File: config.mk
export PLATFORM = sky130hd
export DESIGN_NAME = partition_fit_allocator
export DESIGN_NICKNAME = d
export VERILOG_FILES = /design/src/hw/rtl/pfa_pkg.sv /design/src/hw/rtl/pfa_ram.sv /design/src/hw/rtl/pfa_ctrl.sv /design/src/hw/rtl/pfa_dp.sv /design/src/hw/rtl/partition_fit_allocator.sv
export VERILOG_INCLUDE_DIRS = /design/src /design/src/hw/rtl
export SDC_FILE = /design/constraint.sdc
export NUM_CORES = 1
export LEC_CHECK = 0
export BUFFER_PORTS_ARGS = -buffer_cell sky130_fd_sc_hd__buf_2
export CORE_ASPECT_RATIO = 0.9
export CORE_MARGIN = 2
export CORE_UTILIZATION = 50
export DETAILED_ROUTE_END_ITERATION = 10
export PLACE_DENSITY = 0.66
export SETUP_SLACK_MARGIN = 0.2
export SLEW_MARGIN = 5
export SYNTH_ARGS = -nofsm -noshare
export SYNTH_HDL_FRONTEND = slang
export SYNTH_HIERARCHICAL = 1
export SYNTH_SLANG_ARGS = --single-unit
File: constraint.sdc
create_clock -name clock -period 10.62 [get_ports clock]
set_input_delay 1.062 -clock clock [delete_from_list [all_inputs] [get_ports clock]]
set_output_delay 1.062 -clock clock [all_outputs]
set_load 0.05 [all_outputs]
File: src/hw/rtl/assert_macros.svh
// ---------------------------------------------------------------------------
// assert_macros.svh
// Concurrent assertion shorthands, clocked on clock and disabled in reset.
// ---------------------------------------------------------------------------
`ifndef ASSERT_MACROS_SVH
`define ASSERT_MACROS_SVH

// same-cycle implication
`define ASSERT_IMPL(label, ante, cons, msg) \
   label: assert property (@(posedge clock) disable iff (reset) (ante) |-> (cons)) \
      else $error(msg);

// next-cycle implication
`define ASSERT_NEXT(label, ante, cons, msg) \
   label: assert property (@(posedge clock) disable iff (reset) (ante) |=> (cons)) \
      else $error(msg);

`endif

File: src/hw/rtl/pfa_pkg.sv
// ---------------------------------------------------------------------------
// pfa_pkg
// Shared widths, codes and controller/datapath interface types.
// ---------------------------------------------------------------------------
`default_nettype none

package pfa_pkg;

   localparam int DEF_MAX_BLOCKS = 16;
   localparam int DEF_SIZE_BITS  = 16;

   localparam int BLOCK_INDEX_W  = 4;
   localparam int REQUEST_SIZE_W = 16;
   localparam int POLICY_W       = 2;
   localparam int COUNT_W        = 5;
   localparam int CSR_INDEX_W    = 1;
   localparam int CSR_DATA_W     = 5;

   localparam logic OP_LOAD  = 1'b0;
   localparam logic OP_ALLOC = 1'b1;

   localparam logic [POLICY_W-1:0] POLICY_FIRST = 2'd0;
   localparam logic [POLICY_W-1:0] POLICY_BEST  = 2'd1;
   localparam logic [POLICY_W-1:0] POLICY_WORST = 2'd2;
   localparam logic [POLICY_W-1:0] POLICY_NEXT  = 2'd3;

   localparam logic [CSR_INDEX_W-1:0] CSR_FIT_POLICY  = 1'd0;
   localparam logic [CSR_INDEX_W-1:0] CSR_BLOCK_COUNT = 1'd1;

   localparam logic [COUNT_W-1:0] BLOCK_COUNT_RESET = 5'd16;

   typedef struct packed {
      logic load_start;
      logic req_start;
      logic scan_issue;
      logic commit;
   } pfa_cmd_type;

   typedef struct packed {
      logic count_zero;
      logic issue_last;
      logic out_free;
   } pfa_status_type;

endpackage

`default_nettype wire

File: src/hw/rtl/pfa_ram.sv
// ---------------------------------------------------------------------------
// pfa_ram
// Generic single-write, single-read RAM with registered read data.
// ---------------------------------------------------------------------------
`default_nettype none

module pfa_ram #(
   parameter int WIDTH = 16,
   parameter int DEPTH = 16
) (
   input  wire logic                     clock,
   input  wire logic                     wr_en,
   input  wire logic [$clog2(DEPTH)-1:0] wr_addr,
   input  wire logic [WIDTH-1:0]         wr_data,
   input  wire logic [$clog2(DEPTH)-1:0] rd_addr,
   output logic      [WIDTH-1:0]         rd_data
);

   logic [WIDTH-1:0] mem_ff [DEPTH];
   logic [WIDTH-1:0] rd_data_ff;

   always_ff @(posedge clock) begin
      if (wr_en) begin
         mem_ff[wr_addr] <= wr_data;
      end
      rd_data_ff <= mem_ff[rd_addr];
   end

   assign rd_data = rd_data_ff;

endmodule

`default_nettype wire

File: src/hw/rtl/pfa_ctrl.sv
// ---------------------------------------------------------------------------
// pfa_ctrl
// Sequencer: accept, scan one partition per cycle, drain, commit result.
// ---------------------------------------------------------------------------
`default_nettype none

`include "assert_macros.svh"

module pfa_ctrl
   import pfa_pkg::*;
(
   input  wire logic           clock,
   input  wire logic           reset,
   input  wire logic           req_valid,
   input  wire logic           req_op,
   output logic                req_stall,
   input  wire pfa_status_type status,
   output pfa_cmd_type         cmd
);

   typedef enum logic [1:0] {
      ST_IDLE,
      ST_SCAN,
      ST_DRAIN,
      ST_COMMIT
   } state_type;

   state_type state_ff, state_in;
   logic      stall_ff;

   always_comb begin
      cmd      = '0;
      state_in = state_ff;
      unique case (state_ff)
         ST_IDLE: begin
            if (req_valid) begin
               if (req_op == OP_ALLOC) begin
                  cmd.req_start = 1'b1;
                  state_in      = status.count_zero ? ST_COMMIT : ST_SCAN;
               end else begin
                  cmd.load_start = 1'b1;
               end
            end
         end
         ST_SCAN: begin
            cmd.scan_issue = 1'b1;
            if (status.issue_last) begin
               state_in = ST_DRAIN;
            end
         end
         ST_DRAIN: begin
            state_in = ST_COMMIT;
         end
         ST_COMMIT: begin
            if (status.out_free) begin
               cmd.commit = 1'b1;
               state_in   = ST_IDLE;
            end
         end
      endcase
   end

   always_ff @(posedge clock) begin
      if (reset) begin
         state_ff <= ST_IDLE;
         stall_ff <= 1'b0;
      end else begin
         state_ff <= state_in;
         stall_ff <= (state_in != ST_IDLE);
      end
   end

   assign req_stall = stall_ff;

   `ASSERT_IMPL(a_commit_free, cmd.commit, status.out_free, "commit with result slot busy")
   `ASSERT_NEXT(a_start_stalls, cmd.req_start, req_stall, "request start did not stall input")
   `ASSERT_NEXT(a_scan_order, state_ff == ST_SCAN,
                state_ff == ST_SCAN || state_ff == ST_DRAIN, "scan left out of order")

endmodule

`default_nettype wire

File: src/hw/rtl/pfa_dp.sv
// ---------------------------------------------------------------------------
// pfa_dp
// Datapath: config registers, size table, fit search, write-back, result reg.
// ---------------------------------------------------------------------------
`default_nettype none

`include "assert_macros.svh"

module pfa_dp
   import pfa_pkg::*;
#(
   parameter int MAX_BLOCKS = DEF_MAX_BLOCKS,
   parameter int SIZE_BITS  = DEF_SIZE_BITS
) (
   input  wire logic                      clock,
   input  wire logic                      reset,
   input  wire pfa_cmd_type               cmd,
   output pfa_status_type                 status,
   input  wire logic [BLOCK_INDEX_W-1:0]  req_block_index,
   input  wire logic [REQUEST_SIZE_W-1:0] req_request_size,
   input  wire logic                      csr_wr_en,
   input  wire logic [CSR_INDEX_W-1:0]    csr_index,
   input  wire logic [CSR_DATA_W-1:0]     csr_wr_data,
   output logic                           rsp_valid,
   input  wire logic                      rsp_stall,
   output logic                           rsp_granted,
   output logic [BLOCK_INDEX_W-1:0]       rsp_chosen_block
);

   localparam int IDX_W = $clog2(MAX_BLOCKS);
   localparam int CNT_W = $clog2(MAX_BLOCKS + 1);
   localparam int CMP_W = (CNT_W > COUNT_W) ? CNT_W : COUNT_W;
   localparam int LD_W  = ((IDX_W > BLOCK_INDEX_W) ? IDX_W : BLOCK_INDEX_W) + 1;
   localparam int SZX_W = SIZE_BITS + REQUEST_SIZE_W;
   localparam int PX_W  = IDX_W + BLOCK_INDEX_W;

   // config
   logic [POLICY_W-1:0] policy_ff;
   logic [COUNT_W-1:0]  block_count_ff;

   // search state
   logic [SIZE_BITS-1:0] size_ff;
   logic [CNT_W-1:0]     cnt_ff;
   logic [CNT_W-1:0]     issue_ctr_ff;
   logic [IDX_W-1:0]     pos_ff;
   logic                 eval_vld_ff;
   logic [IDX_W-1:0]     eval_idx_ff;
   logic                 found_ff;
   logic [IDX_W-1:0]     pick_idx_ff;
   logic [SIZE_BITS-1:0] pick_val_ff;
   logic [IDX_W-1:0]     rover_ff;

   // result register
   logic                     rsp_valid_ff;
   logic                     rsp_granted_ff;
   logic [BLOCK_INDEX_W-1:0] rsp_chosen_ff;

   logic [CMP_W-1:0]     bc_ext;
   logic [CMP_W-1:0]     act_ext;
   logic [CNT_W-1:0]     act_cnt;
   logic [LD_W-1:0]      ld_ext;
   logic                 ld_ok;
   logic [SZX_W-1:0]     sz_ext;
   logic [SIZE_BITS-1:0] in_size;
   logic [IDX_W-1:0]     start_pos;
   logic [CNT_W-1:0]     pos_inc;
   logic [IDX_W-1:0]     pos_in;
   logic [CNT_W-1:0]     issue_inc;
   logic [SIZE_BITS-1:0] rd_data;
   logic                 adequate;
   logic                 take;
   logic [PX_W-1:0]      pick_ext;
   logic                 wr_en;
   logic [IDX_W-1:0]     wr_addr;
   logic [SIZE_BITS-1:0] wr_data;

   assign bc_ext  = CMP_W'(block_count_ff);
   assign act_ext = (bc_ext > CMP_W'(MAX_BLOCKS)) ? CMP_W'(MAX_BLOCKS) : bc_ext;
   assign act_cnt = act_ext[CNT_W-1:0];

   assign ld_ext  = LD_W'(req_block_index);
   assign ld_ok   = ld_ext < LD_W'(MAX_BLOCKS);
   assign sz_ext  = SZX_W'(req_request_size);
   assign in_size = sz_ext[SIZE_BITS-1:0];

   assign start_pos = (policy_ff == POLICY_NEXT && CNT_W'(rover_ff) < act_cnt) ?
                      rover_ff : '0;
   assign pos_inc   = CNT_W'(pos_ff) + CNT_W'(1);
   assign pos_in    = (pos_inc == cnt_ff) ? '0 : pos_inc[IDX_W-1:0];
   assign issue_inc = issue_ctr_ff + CNT_W'(1);

   assign adequate = rd_data >= size_ff;
   assign take     = eval_vld_ff && adequate &&
                     (!found_ff ||
                      (policy_ff == POLICY_BEST  && rd_data < pick_val_ff) ||
                      (policy_ff == POLICY_WORST && rd_data > pick_val_ff));

   assign pick_ext = PX_W'(pick_idx_ff);

   always_comb begin
      wr_en   = 1'b0;
      wr_addr = ld_ext[IDX_W-1:0];
      wr_data = in_size;
      if (cmd.load_start) begin
         wr_en = ld_ok;
      end else if (cmd.commit) begin
         wr_en   = found_ff;
         wr_addr = pick_idx_ff;
         wr_data = pick_val_ff - size_ff;
      end
   end

   pfa_ram #(
      .WIDTH (SIZE_BITS),
      .DEPTH (MAX_BLOCKS)
   ) u_size_ram (
      .clock   (clock),
      .wr_en   (wr_en),
      .wr_addr (wr_addr),
      .wr_data (wr_data),
      .rd_addr (pos_ff),
      .rd_data (rd_data)
   );

   always_ff @(posedge clock) begin
      if (reset) begin
         policy_ff      <= POLICY_FIRST;
         block_count_ff <= BLOCK_COUNT_RESET;
      end else if (csr_wr_en) begin
         unique case (csr_index)
            CSR_FIT_POLICY:  policy_ff      <= csr_wr_data[POLICY_W-1:0];
            CSR_BLOCK_COUNT: block_count_ff <= csr_wr_data[COUNT_W-1:0];
         endcase
      end
   end

   always_ff @(posedge clock) begin
      if (reset) begin
         eval_vld_ff <= 1'b0;
         found_ff    <= 1'b0;
         rover_ff    <= '0;
      end else begin
         eval_vld_ff <= cmd.scan_issue;
         if (cmd.req_start) begin
            found_ff <= 1'b0;
         end else if (take) begin
            found_ff <= 1'b1;
         end
         if (cmd.commit && found_ff && policy_ff == POLICY_NEXT) begin
            rover_ff <= pick_idx_ff;
         end
      end
   end

   always_ff @(posedge clock) begin
      if (cmd.req_start) begin
         size_ff      <= in_size;
         cnt_ff       <= act_cnt;
         issue_ctr_ff <= '0;
         pos_ff       <= start_pos;
      end else if (cmd.scan_issue) begin
         issue_ctr_ff <= issue_inc;
         pos_ff       <= pos_in;
      end
      eval_idx_ff <= pos_ff;
      if (take) begin
         pick_idx_ff <= eval_idx_ff;
         pick_val_ff <= rd_data;
      end
   end

   always_ff @(posedge clock) begin
      if (reset) begin
         rsp_valid_ff <= 1'b0;
      end else if (cmd.commit) begin
         rsp_valid_ff <= 1'b1;
      end else if (!rsp_stall) begin
         rsp_valid_ff <= 1'b0;
      end
   end

   always_ff @(posedge clock) begin
      if (cmd.commit) begin
         rsp_granted_ff <= found_ff;
         rsp_chosen_ff  <= found_ff ? pick_ext[BLOCK_INDEX_W-1:0] : '0;
      end
   end

   assign status.count_zero = (act_cnt == '0);
   assign status.issue_last = (issue_inc == cnt_ff);
   assign status.out_free   = !rsp_valid_ff || !rsp_stall;

   assign rsp_valid        = rsp_valid_ff;
   assign rsp_granted      = rsp_granted_ff;
   assign rsp_chosen_block = rsp_chosen_ff;

   `ASSERT_IMPL(a_scan_bound, cmd.scan_issue, issue_ctr_ff < cnt_ff, "scan past block count")
   `ASSERT_IMPL(a_pick_range, cmd.commit && found_ff, CNT_W'(pick_idx_ff) < cnt_ff,
                "chosen block outside searched range")
   `ASSERT_NEXT(a_commit_rsp, cmd.commit, rsp_valid_ff, "commit did not load result")

endmodule

`default_nettype wire

File: src/hw/rtl/partition_fit_allocator.sv
// ---------------------------------------------------------------------------
// partition_fit_allocator
// Partition table with first, best, worst and next fit allocation.
//
//   channel | direction | handshake            | payload
//   req     | in        | req_valid/req_stall  | op, block_index, request_size
//   rsp     | out       | rsp_valid/rsp_stall  | granted, chosen_block
//   csr     | in        | csr_wr_en            | csr_index, csr_wr_data
//
// A load writes the size table as it is accepted. An allocation request has
// an accept cycle, then one size-table entry read per cycle through the single
// RAM read port for min(block_count, MAX_BLOCKS) entries, then a drain state
// and a write-back/commit state. A block_count of zero skips scan and drain.
// Reset clears config, rover and control; partition sizes are undefined
// until loaded. A stalled result holds in the output register; a finished
// request waits in commit until that register frees up.
// ---------------------------------------------------------------------------
`default_nettype none

module partition_fit_allocator
   import pfa_pkg::*;
#(
   parameter int MAX_BLOCKS = DEF_MAX_BLOCKS,
   parameter int SIZE_BITS  = DEF_SIZE_BITS
) (
   input  wire logic                      clock,
   input  wire logic                      reset,
   input  wire logic                      req_valid,
   output logic                           req_stall,
   input  wire logic                      req_op,
   input  wire logic [BLOCK_INDEX_W-1:0]  req_block_index,
   input  wire logic [REQUEST_SIZE_W-1:0] req_request_size,
   output logic                           rsp_valid,
   input  wire logic                      rsp_stall,
   output logic                           rsp_granted,
   output logic [BLOCK_INDEX_W-1:0]       rsp_chosen_block,
   input  wire logic                      csr_wr_en,
   input  wire logic [CSR_INDEX_W-1:0]    csr_index,
   input  wire logic [CSR_DATA_W-1:0]     csr_wr_data
);

   pfa_cmd_type    cmd;
   pfa_status_type status;

   pfa_ctrl u_ctrl (
      .clock     (clock),
      .reset     (reset),
      .req_valid (req_valid),
      .req_op    (req_op),
      .req_stall (req_stall),
      .status    (status),
      .cmd       (cmd)
   );

   pfa_dp #(
      .MAX_BLOCKS (MAX_BLOCKS),
      .SIZE_BITS  (SIZE_BITS)
   ) u_dp (
      .clock            (clock),
      .reset            (reset),
      .cmd              (cmd),
      .status           (status),
      .req_block_index  (req_block_index),
      .req_request_size (req_request_size),
      .csr_wr_en        (csr_wr_en),
      .csr_index        (csr_index),
      .csr_wr_data      (csr_wr_data),
      .rsp_valid        (rsp_valid),
      .rsp_stall        (rsp_stall),
      .rsp_granted      (rsp_granted),
      .rsp_chosen_block (rsp_chosen_block)
   );

endmodule

`default_nettype wire

==> results.yml <==
clock_tree:
  cts_inserted_buffers: 36
  cts_tree: "built"
  clk_pin_slew_worst_paths_ns: 0.06
  clkLatencyLatePin_ns: 0.53
  ctsResizeCount: 0
  holdBufCountCts: 0
  cts_max_level: 2
  postCtsSetupRepairBufs: 0
  clock_sinks: 348
  clock_path_buffers: 3
  ctsRootBufferMaster: "clkbuf_16"
floorplanning:
  dieArea_sq_um: 30700
  die_w_um: 184
  die_h_um: 166
  ioPinCount: 39
  std_cell_rows: 59
  start_util: 0.507
  core-area_sq_um: 28900
pwr:
  p_sw_mw: 0.875
  combinationalPowerShare: 0.153
  p_int_mw: 2.52
  pwr-share-clk: 0.370
  p_leak_nw: 5.90
  vdd_drop_max_v: 0.000125
  power_density_nw_per_um2: 205
  seqPwrFrac: 0.477
  swShare: 0.257
final_layout:
  nets: 1034
  ff_latch_area_sq_um: 10000
  drive_gt1_frac: 0.203
  fin_area_sq_um: 16600
  multi_input_area_sq_um: 4320
  nFillCells: 2187
  diodes: 0
  syn_to_final_growth_pct: 13.2
flow_run:
  maxCapViolations: 0
route:
  dr_wl_met3_mm: 1.99
  wl_met1_mm: 14.5
  viasPerCell: 5.74
  final_antenna_net_count: 0
  drt_first_pass_iters: 7
  top_layer: "met4"
  wirelength_mm: 31.4
  wire_per_inst_um: 22.9
  route.met2.wl_mm: 14.1
  vias: 7867
  drc_errors: 0
  drtIter0Drc: 659
worst_setup_path:
  rr_worst_depth: 7
  cp_max_fo: 37
  rrSetupSlack_ns: 7.23
  crit_path_start_kind: "input port"
  critPathKind: "input port to register"
  cp-startpoint: "req_valid"
  worstPathRequired_ns: 10.77
  crit_path_end_kind: "register"
  reg2reg_from: "u_ctrl/state_ff[0]"
  crit_arrival_ns: 3.75
synthesis:
  syn-cell-area_sq_um: 14600
  yosysWarnings: 6
  avgSynthCellArea_sq_um: 16.6
  synth-main-ff-cell: "edfxtp_1"
  ys_ff_latch: 348
  syn-num-nets: 966
  synth_seq_area_share: 0.685
  synth_edf_count: 306
  synth_cell_types: 63
  synthesis.instances: 881
  synthArstFlopShare: 0
timing:
  max_freq_mhz: 278
  holdWs_ns: 0.403
  slew_violations: 0
  rsz0062_at_grt: "no"
  skew_ns: 0.0151
  period_share: 0.339
  hold_viol: 0
  tightestPinTransition_ns: 1.22
  fin_crit_ns: 3.60
  setup_violations: 0
  relSlewSlack: 0.182
  timing.setup.tns_ns: 0
worst_hold_path:
  hp-start: "u_dp/eval_idx_ff[3]"
  hold_depth: 0
  hold_class: "register to register"
global_route:
  grt_pass1_vias: 7746
  grt_max_degree: 66
  grt_antenna_before_repair: 0
  overflow: 0
  grt_pass1_wl_mm: 47.3
  grt_use_total: 0.210
placed_design:
  io_buffers: 38
  placed_area_sq_um: 15400
  globalplace.congestion: 0.796
  dp_hpwl_mm: 20.8
outcome:
  outcome: "finished, final reports clean"
[critical path, cell delays in order]
cell      delay (ns)
buf_2           0.07
nor3b_2         0.18
nor2b_1         0.23
nand2b_1        0.13
buf_4           0.34
mux2_2          0.41
or3b_2          0.54
nor2_2          0.75
[area by class of cell]
class                           instances  area share
Inverter                               47      0.0107
Timing Repair Buffer                   61      0.0219
Clock buffer                           46      0.0573
Tap cell                              396      0.0299
Clock inverter                         18      0.0138
Multi-Input combinational cell        455       0.261
Sequential cell                       348       0.605
[cells in the mapped netlist (all sizes together) (4+ instances only)]
| master | instances | area (sq um) |
|---|---|---|
| edfxtp | 306 | 9190 |
| mux4 | 64 | 1480 |
| ha | 52 | 651 |
| nand2 | 48 | 183 |
| inv | 46 | 173 |
| dfxtp | 42 | 841 |
| a22oi | 33 | 248 |
| nor2 | 31 | 119 |
| a21oi | 30 | 150 |
| o21ai | 23 | 119 |
| clkbuf | 18 | 67.6 |
| a21o | 16 | 120 |
| nand3 | 15 | 75.1 |
| xnor2 | 14 | 123 |
| buf | 13 | 92.6 |
| nand2b | 13 | 81.3 |
| nand4 | 12 | 75.1 |
| xor2 | 12 | 105 |
| nor2b | 10 | 62.6 |
| and2 | 7 | 43.8 |
| mux2i | 7 | 70.1 |
| nor3 | 7 | 35.0 |
| mux2 | 6 | 67.6 |
| and3 | 5 | 31.3 |
| nand3b | 4 | 30.0 |
| o211ai | 4 | 30.0 |
| o32ai | 4 | 35.0 |
[flip-flops by register name, summed over array words and instances (netlist names), 5 cells and up]
name / flops
u_dp/cnt_ff: 5
u_dp/u_size_ram/rd_data: 16
u_dp/bc_ext: 5
u_dp/u_size_ram/mem_ff: 256
u_dp/size_ff: 16
u_dp/pick_val_ff: 16
u_dp/issue_ctr_ff: 5
[cells in the final DEF (no fill, tap or decap), drive strengths merged, types with 4 or more instances in the layout]
cell    Yosys  routed
a21o       16      16
a21oi      30      30
a22oi      33      33
and2        7       7
and3        5       5
buf        13      61
bufinv      0       4
clkbuf     18      46
clkinv      1      10
dfxtp      42      42
edfxtp    306     306
ha         52      52
inv        46      49
mux2        6       6
mux2i       7       7
mux4       64      64
nand2      48      48
nand2b     13      13
nand3      15      15
nand3b      4       4
nand4      12      12
nor2       31      31
nor2b      10      10
nor3        7       7
o211ai      4       4
o21ai      23      23
o32ai       4       4
xnor2      14      14
xor2       12      12
[final timing paths]
kind                                                      end
worst max-delay path            u_dp/u_size_ram/mem_ff[2][11]
worst min register to register            u_dp/pick_idx_ff[3]
worst min-delay path                      u_dp/pick_idx_ff[3]
worst max register to register  u_dp/u_size_ram/mem_ff[2][11]
[routing by layer]
layer | global-route usage | up-vias
met1 | 0.314 | 3960
met4 | 0.0668 | 0
met3 | 0.0423 | 55
li1 | - | 3611
met2 | 0.312 | 241
met5 | 0 | -
[power groups by stage]
stage / sequential (mW) / clock [mW] / combinational (mW)
floorplan: 1.63 / 0 / 0.369
global placement: 1.65 / 0 / 0.512
detailed placement: 1.65 / 0 / 0.518
CTS: 1.62 / 1.28 / 0.521
global route: 1.63 / 1.33 / 0.571
finish: 1.62 / 1.26 / 0.520
[stage by stage]
step | instances | power, mW | utilization | setup WS (ns)
after CTS | 1371 | 3.42 | 0.574 | 7.02
after global routing | 1371 | 3.53 | 0.574 | 6.84
after global placement | 1307 | 2.16 | 0.533 | 6.53
final | 1371 | 3.40 | 0.574 | 7.02
after detailed placement | 1307 | 2.17 | 0.533 | 6.47
after floorplan | 881 | 2.00 | - | 6.12
[cells by family after synthesis]
family / share of synthesized area
flip-flops: 0.685
XOR/XNOR: 0.0156
AO/OA/AOI/OAI: 0.0625
multiplexers: 0.110
adder cells (fa/ha/maj): 0.0458
AND/OR/NAND/NOR: 0.0575
buffers and inverters: 0.0231
No activity file was read; power rests on OpenSTA's default activity.
